$ cat config.mk
export PLATFORM = sky130hd
export DESIGN_NAME = double_ended_queue_indexed_unit
export DESIGN_NICKNAME = d
export VERILOG_FILES = /design/src/rtl/core/deq_pkg.sv /design/src/rtl/core/double_ended_queue_indexed_unit.sv /design/src/rtl/core/deq_cell.sv
export SDC_FILE = /design/constraint.sdc
export NUM_CORES = 1
export LEC_CHECK = 0
export ABC_AREA = 1
export BUFFER_PORTS_ARGS = -buffer_cell sky130_fd_sc_hd__buf_2
export CAP_MARGIN = 10
export CORE_ASPECT_RATIO = 1.25
export CORE_UTILIZATION = 40
export CTS_CLUSTER_SIZE = 14
export DETAILED_ROUTE_END_ITERATION = 8
export GPL_TIMING_DRIVEN = 1
export SYNTH_ARGS = -nofsm -noshare
export SYNTH_HDL_FRONTEND = slang
export SYNTH_SLANG_ARGS = --single-unit
export TNS_END_PERCENT = 30
$ cat constraint.sdc
create_clock -name clk_i -period 7.5 [get_ports clk_i]
set_input_delay 1.5 -clock clk_i [delete_from_list [all_inputs] [get_ports clk_i]]
set_output_delay 1.5 -clock clk_i [all_outputs]
set_load 0.01 [all_outputs]
$ cat src/rtl/core/deq_pkg.sv
// Package for the indexed double-ended queue: sizes, operation and status
// codes, request/response payload types and the per-cell control struct.
// No dependencies.
`timescale 1ns / 1ps
`default_nettype none

package deq_pkg;

  // Number of storage cells in the chain.
  localparam int unsigned DEPTH = 16;
  // Width of an index into the chain, and of a count that can reach DEPTH.
  localparam int unsigned IDX_W = (DEPTH > 1) ? $clog2(DEPTH) : 1;
  localparam int unsigned CNT_W = $clog2(DEPTH + 1);

  // Payload field widths.
  localparam int unsigned FUNC_W   = 3;
  localparam int unsigned WORD_W   = 32;
  localparam int unsigned POS_W    = 8;
  localparam int unsigned STATUS_W = 2;
  localparam int unsigned FILL_W   = 5;

  typedef enum logic [FUNC_W-1:0] {
    FN_PUSH_HEAD = 3'd0,
    FN_PUSH_TAIL = 3'd1,
    FN_POP_HEAD  = 3'd2,
    FN_POP_TAIL  = 3'd3,
    FN_READ      = 3'd4
  } func_e;

  typedef enum logic [STATUS_W-1:0] {
    ST_OK        = 2'd0,
    ST_UNDERFLOW = 2'd1,
    ST_RANGE     = 2'd2,
    ST_FULL      = 2'd3
  } status_e;

  typedef struct packed {
    logic [FUNC_W-1:0]        func;
    logic signed [WORD_W-1:0] value;
    logic [POS_W-1:0]         position;
  } req_t;

  typedef struct packed {
    logic [STATUS_W-1:0]      status;
    logic signed [WORD_W-1:0] read_data;
    logic                     is_empty;
    logic [FILL_W-1:0]        fill_count;
  } rsp_t;

  // Control of one storage cell.
  typedef struct packed {
    logic load;        // take the pushed word
    logic shift_right; // take the word of the neighbour nearer the head
    logic shift_left;  // take the word of the neighbour nearer the tail
  } cell_ctrl_t;

endpackage : deq_pkg

`default_nettype wire

$ cat src/rtl/core/double_ended_queue_indexed_unit.sv
// Indexed double-ended queue built as a chain of DEPTH word cells, head at cell 0.
// Results: rsp_o and done_o are registered and appear in the cycle after the transfer.
// Throughput: one request per cycle; every operation is at most a single shift or load of
// the cell chain, so busy stays low. Results cannot be stalled by the receiver.
// Reset: asynchronous, active low; clears the element count and the result strobe.
// Cell contents are not reset and are never read before they are written.
`timescale 1ns / 1ps
`default_nettype none

module double_ended_queue_indexed_unit
  import deq_pkg::*;
(
  input  wire logic clk_i,
  input  wire logic rst_ni,
  input  wire logic start,
  output logic      busy,
  input  wire req_t req_i,
  output logic      done_o,
  output rsp_t      rsp_o
);

  // ---------------------------------------------------------------------------
  // Request decode. The queue is kept packed against cell 0: element k from the
  // head always lives in cell k, so a read indexes the chain directly and no
  // head pointer is needed. Pushing at the head shifts the whole chain towards
  // the tail, popping the head shifts it back, and tail operations only load the
  // first free cell or move the count.
  // ---------------------------------------------------------------------------
  logic             accept;
  logic [CNT_W-1:0] count_q;
  logic [CNT_W-1:0] count_d;
  logic             full;
  logic             empty;
  logic             in_range;

  assign busy   = 1'b0;
  assign accept = start && !busy;
  assign full   = (count_q == CNT_W'(DEPTH));
  assign empty  = (count_q == '0);

  // The position field may be wider or narrower than the count, so compare on
  // a common width.
  localparam int unsigned CMP_W = (POS_W > CNT_W) ? POS_W : CNT_W;
  assign in_range = (CMP_W'(req_i.position) < CMP_W'(count_q));

  cell_ctrl_t               ctrl     [DEPTH];
  logic signed [WORD_W-1:0] cell_data[DEPTH];

  logic push_head_go;
  logic push_tail_go;
  logic pop_head_go;

  assign push_head_go = accept && (req_i.func == FN_PUSH_HEAD) && !full;
  assign push_tail_go = accept && (req_i.func == FN_PUSH_TAIL) && !full;
  assign pop_head_go  = accept && (req_i.func == FN_POP_HEAD) && !empty;

  // ---------------------------------------------------------------------------
  // Cell chain. Cell 0 takes the pushed word when shifting towards the tail;
  // the last cell takes nothing useful when shifting towards the head, as it
  // becomes free in that case.
  // ---------------------------------------------------------------------------
  for (genvar i = 0; i < DEPTH; i++) begin : g_cell
    logic signed [WORD_W-1:0] left;
    logic signed [WORD_W-1:0] right;

    if (i == 0) begin : g_first
      assign left = req_i.value;
    end else begin : g_inner_left
      assign left = cell_data[i-1];
    end

    if (i == DEPTH - 1) begin : g_last
      assign right = '0;
    end else begin : g_inner_right
      assign right = cell_data[i+1];
    end

    assign ctrl[i].load        = push_tail_go && (count_q == CNT_W'(i));
    assign ctrl[i].shift_right = push_head_go;
    assign ctrl[i].shift_left  = pop_head_go;

    deq_cell u_cell (
      .clk_i   (clk_i),
      .ctrl_i  (ctrl[i]),
      .value_i (req_i.value),
      .left_i  (left),
      .right_i (right),
      .data_o  (cell_data[i])
    );
  end

  // ---------------------------------------------------------------------------
  // Count update and result formation. Full pushes and empty pops leave the
  // queue untouched and only report their status; unused operation codes
  // report success with nothing read.
  // ---------------------------------------------------------------------------
  rsp_t rsp_d;
  rsp_t rsp_q;
  logic done_q;

  always_comb begin
    count_d         = count_q;
    rsp_d.status    = ST_OK;
    rsp_d.read_data = '0;
    case (req_i.func)
      FN_PUSH_HEAD, FN_PUSH_TAIL: begin
        if (full) begin
          rsp_d.status = ST_FULL;
        end else begin
          count_d = count_q + CNT_W'(1);
        end
      end
      FN_POP_HEAD, FN_POP_TAIL: begin
        if (empty) begin
          rsp_d.status = ST_UNDERFLOW;
        end else begin
          count_d = count_q - CNT_W'(1);
        end
      end
      FN_READ: begin
        if (!in_range) begin
          rsp_d.status = ST_RANGE;
        end else begin
          rsp_d.read_data = cell_data[IDX_W'(req_i.position)];
        end
      end
      default: begin
      end
    endcase
    rsp_d.is_empty   = (count_d == '0);
    rsp_d.fill_count = FILL_W'(count_d);
  end

  always_ff @(posedge clk_i or negedge rst_ni) begin
    if (!rst_ni) begin
      count_q <= '0;
      done_q  <= 1'b0;
    end else begin
      done_q <= accept;
      if (accept) begin
        count_q <= count_d;
      end
    end
  end

  // The result payload needs no reset; it is only looked at under done_o.
  always_ff @(posedge clk_i) begin
    if (accept) begin
      rsp_q <= rsp_d;
    end
  end

  assign done_o = done_q;
  assign rsp_o  = rsp_q;

  // ---------------------------------------------------------------------------
  // Assertions
  // ---------------------------------------------------------------------------
  a_done_follows_transfer : assert property (
    @(posedge clk_i) disable iff (!rst_ni)
    (start && !busy) |=> done_o
  ) else $error("result strobe missing after a transfer");

  a_no_spurious_done : assert property (
    @(posedge clk_i) disable iff (!rst_ni)
    !(start && !busy) |=> !done_o
  ) else $error("result strobe without a transfer");

  a_count_bounded : assert property (
    @(posedge clk_i) disable iff (!rst_ni)
    count_q <= CNT_W'(DEPTH)
  ) else $error("element count beyond the chain length");

  a_empty_flag : assert property (
    @(posedge clk_i) disable iff (!rst_ni)
    done_o |-> (rsp_o.is_empty == (rsp_o.fill_count == '0))
  ) else $error("empty flag disagrees with the fill count");

  a_count_step : assert property (
    @(posedge clk_i) disable iff (!rst_ni)
    !(start && !busy) |=> $stable(count_q)
  ) else $error("element count moved without a transfer");

endmodule : double_ended_queue_indexed_unit

`default_nettype wire

$ cat src/rtl/core/deq_cell.sv
// One storage cell of the queue chain: holds a single word and can load it,
// or take the word of either neighbour. Depends on deq_pkg.
`timescale 1ns / 1ps
`default_nettype none

module deq_cell
  import deq_pkg::*;
(
  input  wire logic                     clk_i,
  input  wire cell_ctrl_t               ctrl_i,
  input  wire logic signed [WORD_W-1:0] value_i,
  input  wire logic signed [WORD_W-1:0] left_i,
  input  wire logic signed [WORD_W-1:0] right_i,
  output logic signed [WORD_W-1:0]      data_o
);

  logic signed [WORD_W-1:0] data_q;
  logic signed [WORD_W-1:0] data_d;

  always_comb begin
    data_d = data_q;
    if (ctrl_i.load) begin
      data_d = value_i;
    end else if (ctrl_i.shift_right) begin
      data_d = left_i;
    end else if (ctrl_i.shift_left) begin
      data_d = right_i;
    end
  end

  always_ff @(posedge clk_i) begin
    data_q <= data_d;
  end

  assign data_o = data_q;

endmodule : deq_cell

`default_nettype wire
* After elaboration in Yosys (flattened, before gate mapping) *
Cells that the tools add are included.

storage, ports and cells
  register bits = 558
  input bits = 46
  output and inout bits = 42
  word-level logic and storage cells = 151

cells by class
  add/sub/neg operators = 2
  order comparisons = 2
  eq/ne operators = 20
  mux-type cells = 58
  bitwise operators = 1
  reductions and logical operators = 46

operators with widths
  kind                                                                 count
  32-bit 2-to-1 mux                                                    50
  32-bit binary-select mux with 4-bit select                           1
  3-bit nonzero test                                                   16
  5-bit by 4-bit == test with 1-bit output (second input constant)     8
  1-bit logical AND                                                    22
  5-bit by 3-bit == test with 1-bit output (second input constant)     4
  5-bit by 2-bit == test with 1-bit output (second input constant)     2
  5-bit logical NOT                                                    2
  5-bit 2-to-1 mux                                                     2
  5-bit one-hot mux with 2 select lines                                1
  8-bit by 5-bit less-than comparator with 1-bit output                1
  3-bit by 2-bit == test with 1-bit output (second input constant)     2
  2-bit one-hot mux with 3 select lines                                1
  5-bit by 1-bit adder with 5-bit output (second input constant)       1
  5-bit by 1-bit == test with 1-bit output (second input constant)     1
  5-bit == test (second input constant)                                1
  5-bit greater-or-equal comparator (second input constant)            1
  4-bit inverter with 5-bit output                                     1
  5-bit by 1-bit subtractor with 5-bit output (second input constant)  1
  2-bit 2-to-1 mux                                                     2
  2-bit OR reduction                                                   2
  3-bit by 1-bit == test with 1-bit output (second input constant)     1
  3-bit == test (second input constant)                                1
  3-bit logical NOT                                                    1
  3 further kinds                                                      4

* Longest topological paths before layout *
  depth after elaboration = 6
  mapped depth = 13

* Modules after synthesis *
From an unflattened synthesis, not the netlist that was laid out.

unflattened totals
  cells, all modules = 5864
  area total of the unflattened synthesis = 39148.8 um^2

by module, submodules not included
  module                           instances  cells an instance  area an instance (um^2)
  deq_cell                         16         274                1974.4
  double_ended_queue_indexed_unit  1          1480               7558.5

* Worst setup path after synthesis *
Ideal clock, no wire load.

  path kind = input -> register
  start point = in req_i[41] (netlist name)
  end point = reg g_cell[0].u_cell.data_q[0] (enable)
  library setup time = 0.389 ns
  arrival time = 3.049 ns
  required time = 7.111 ns
  setup slack = 4.062 ns
  stages = 7
  buffers on the path = 2
  cells stage by stage = nor2_4 -> nand2_4 -> nor2_8 -> buf_6 -> nand3_2 -> buf_2 -> nand2_1

between the ends
  cells in the longest elaborated chain, start to end = 5
  elaborated cells between the ends (all ways) = 11
  classes of those cells = eq/ne (2); reduce/logical (9)

ends and longest elaborated chain
  item                                      RTL line                               text
  start: declaration                        double_ended_queue_indexed_unit.sv:17  input wire req_t req_i,
  3-bit by 1-bit == test with 1-bit output  double_ended_queue_indexed_unit.sv:54  assign push_tail_go = accept && (req_i.func == FN_PUSH_TAIL) && !full;
  1-bit logical AND (2 in a row)            double_ended_queue_indexed_unit.sv:54
  1-bit logical AND                         double_ended_queue_indexed_unit.sv:78  assign ctrl[i].load = push_tail_go && (count_q == CNT_W'(i));
  3-bit nonzero test (no line) (*)          -
  end signal: assignment                    deq_cell.sv:32                         data_q <= data_d;
  end: declaration                          deq_cell.sv:17                         logic signed [WORD_W-1:0] data_q;

Every way passes the cells marked *; elsewhere a longest branch is shown, timed or not.
A chain may end at the register's enable or synchronous reset.

* Final worst setup path *
  start point = in start
  end point = reg g_cell[7].u_cell.data_q[3] (data pin)

between the ends
  cells in the longest elaborated chain, start to end = 4
  elaborated cells between the ends (all ways) = 7
  classes of those cells = mux (2); reduce/logical (5)

ends and longest elaborated chain
  item                                                           RTL line                                                                      text
  start: declaration                                             double_ended_queue_indexed_unit.sv:15                                         input wire logic start,
  1-bit logical AND (on tied branches) (2 in a row)              double_ended_queue_indexed_unit.sv:53, double_ended_queue_indexed_unit.sv:54
  32-bit 2-to-1 mux / 1-bit logical AND (equally long branches)  deq_cell.sv:24, double_ended_queue_indexed_unit.sv:78
  32-bit 2-to-1 mux (*)                                          deq_cell.sv:22                                                                if (ctrl_i.load) begin
  via g_cell[7].u_cell.data_d[3]                                 deq_cell.sv:18                                                                logic signed [WORD_W-1:0] data_d;
  end signal: assignment                                         deq_cell.sv:32
  end: declaration                                               deq_cell.sv:17

The timed path passes the listed nets; every way through them passes the cells marked *.

==> key figures <==
Clock network
  – Sink Count: 558
  – Clk buf depth: 3
  – H-Tree Depth: 2
  – CTS tree: yes
  – Setup bufs post-CTS: 0
  – CTS clk-pin slew, worst paths: 60 ps
  – CTS root buf: clkbuf_16
  – Num CTS Buffers: 58
  – Cts repair resizes: 0
  – Hold buffers post-CTS: 0
  – Skew-Pair Late Insertion Delay: 630 ps

Synth
  – Synthesized Nets: 4,516
  – Post-Synthesis Cell Area: 34,000 sq um
  – Synth area leaders: edfxtp_1, nand2_1, o21ai_0
  – Yosys warns: 0
  – Fraction of registers with async set/reset: 0.0108
  – Yosys cell types: 33
  – Cells after synthesis: 4,460
  – Synth Flop Type: edfxtp_1
  – Seq/Total Area, Yosys: 0.491
  – Number of flops mapped to enable cells by yosys: 552
  – Post-synth top area share: 0.487
  – Area leader, netlist: edfxtp_1
  – Register bit total from synthesis: 558
  – Post-Syn Area per Cell: 7.63 sq um

Timing
  – Hold Fails Final Rpt: 0
  – Final WS setup: 3330 ps
  – Max Clock Skew: 14.1 ps
  – Fmax: 240 MHz
  – Pins over their slew limit: 0
  – RSZ-0062 raised after global routing: no
  – Final Cycle Share: 0.556
  – Slew headroom: 0.245
  – Slew @ Worst Pin: 1130 ps
  – Final min period: 4170 ps
  – Final setup viols: 0
  – TNS Setup: 0 ps

Outcome
  – Status: completed

Power
  – Max VDD drop: 0.000201 V
  – P_leak: 16.7 nW
  – Overall power: 7.95 mW
  – P per Cell Area: 219 nW/um^2

Worst setup path
  – CP Cell Sequence: buf_2 > buf_4 > inv_1 > nor2_1 > nand3_4 > buf_12 > nand2_1 > o21ai_0 > nand2_1 > o21ai_0
  – R2R Path End: g_cell[15].u_cell.data_o[5]
  – RR Startpoint: count_q[0]
  – CP Data Required Time: 7860 ps
  – WS Path Type: input port to flop
  – WP buf/inv: 4
  – Setup crit start kind: input port
  – Worst reg2reg path depth: 9
  – CP max stage cell: buf_4
  – Reg2reg setup slack: 3690 ps
  – Largest fanout on the critical path: 264
  – CP Data Arrival Time: 4530 ps
  – Largest stage delay, worst path: 540 ps
  – Largest delay share family, worst path: buffers and inverters
  – CP endpoint kind: flop

Worst hold path
  – Worst Hold Path EP: g_cell[0].u_cell.data_o[27]
  – Hold wc startpoint: g_cell[1].u_cell.data_o[27]
  – Hold Crit Class: flop to flop
  – Hold Crit Depth: 2

Drt
  – Post-DR wirelength/cell: 17.5 um
  – Router iterations before antenna repair: 6
  – Routed vias/inst: 5.28
  – Routed via count: 28.6k
  – Detailed Route WL: 94,900 um
  – Initial DRC Count: 3,127
  – Post-route ant nets: 0
  – Remaining DRCs: 0

Placement
  – HPWL after DPL: 60,000 um
  – Routability cong.: 0.828
  – DP Worst Slack: 2700 ps
  – Port bufs: 86
  – Placed Area: 34,600 sq um

Global route
  – Met2 layer usage reported by global route: 0.341
  – Most utilized layer in the global route result: met2
  – Global routing usage on met3: 0.0236
  – Largest net degree at the start of global routing: 265
  – Total gr overflow: 0
  – Total GRT Usage: 0.215
  – Vias in the first global route: 25.7k
  – Global-route wire length before repair: 149,000 um
  – Grt met1 use: 0.313
  – Antenna violations before repair: 0

Layout
  – Nets: 4,340
  – Area delta synth->final: 6.84%
  – Post-route cell area: 36,400 sq um
  – Layout cell share with drive strength beyond 1: 0.0539
  – # fillers: 8,487
  – Most frequent cells in the layout: nand2_1, o21ai_0, edfxtp_1
  – Commonest non-fill, non-tap cell in the layout: nand2_1
  – Antenna diode count: 0
  – Multi-input combinational cell area: 13,700 sq um
  – Seq. cell area: 16,700 sq um

Floorplan
  – Initial Utilization: 0.404
  – Die area: 86,300 sq um
  – Core Region: 84,300 sq um
  – DIE WIDTH: 263 um
  – # rows: 119
  – Num ports: 88
  – Die H: 328 um

Flow run
  – Max Cap Viol: 0
-- metal layers --
layer,wire (um),part of all wire
met4,2050,0.022
met2,42600,0.45
met1,44700,0.47
met3,5560,0.059
met5,0,0
-- sequential cells by signal (all words and copies together) (netlist names) --
register and count:
g_cell.u_cell.data_o 512, rsp_o 40, count_q 5, done_o 1
-- synth_stat cells (4+ instances only) --
master    count
nand2_1    1562
o21ai_0     580
edfxtp_1    552
inv_1       531
nand3_1     391
o21ai_1     227
clkbuf_1    169
buf_2       145
o211ai_1    131
nor2_1       39
o22ai_1      32
buf_6        16
buf_1        14
buf_4        13
ha_1         10
nand4_1       9
nor3_1        7
dfrtp_1       6
a21oi_1       4
-- logic make-up after synthesis --
family	after synthesis	share of synthesized area
AOI/OAI and AO/OA	976	0.154
xor gates and xnor gates	2	0.000515
adders and majority gates	10	0.00368
buffers and inverters	892	0.109
DFF	558	0.491
other	1	0.000110
and+or+nand+nor	2021	0.241
-- cell type report --
class	instances	area share
clock inverter	28	0.00561
tap	1089	0.0375
multi-input combinational	3010	0.376
clock buffer	74	0.0433
sequential	558	0.460
inverter	535	0.0555
timing repair buffer	121	0.0222
-- worst reg2reg max path, cell delays in order, from the launching register on --
cell and delay [ps]:
dfrtp_1 470, inv_1 240, ha_1 220, inv_1 50
nor2_2 320, nand2_1 180, nand2_1 150, nand2_1 90
nand2_1 700, nand2_2 860
-- worst max-delay path by stage --
stage               from                     endpoint  slack [ps]  cells past startpoint
4_1_cts            start  g_cell[15].u_cell.data_o[7]        3340                      6
3_5_place_dp       start  g_cell[15].u_cell.data_o[5]        2700                      6
5_1_grt            start  g_cell[15].u_cell.data_o[5]        3180                      6
2_1_floorplan  req_i[41]   g_cell[0].u_cell.data_o[0]        4060                      7
6_report           start   g_cell[7].u_cell.data_o[3]        3330                     10
3_3_place_gp       start  g_cell[15].u_cell.data_o[5]        2760                      6
-- metrics by stage --
| step | hold WS (ps) | instances | utilization |
|---|---|---|---|
| final | 575 | 5415 | 0.432 |
| after global routing | 619 | 5415 | 0.432 |
| after CTS | 579 | 5415 | 0.432 |
| after detailed placement | 562 | 5313 | 0.410 |
| after global placement | 561 | 5313 | 0.410 |
| after floorplan | 547 | 4460 | - |
-- power breakdown --
group | total [mW] | switching (mW) | leakage (nW) | internal, mW
combinational | 1.27 | 0.894 | 10.6 | 0.381
clock | 2.81 | 1.24 | 0.871 | 1.57
sequential | 3.86 | 0.140 | 5.18 | 3.72
No activity file was read; power rests on OpenSTA's default activity.
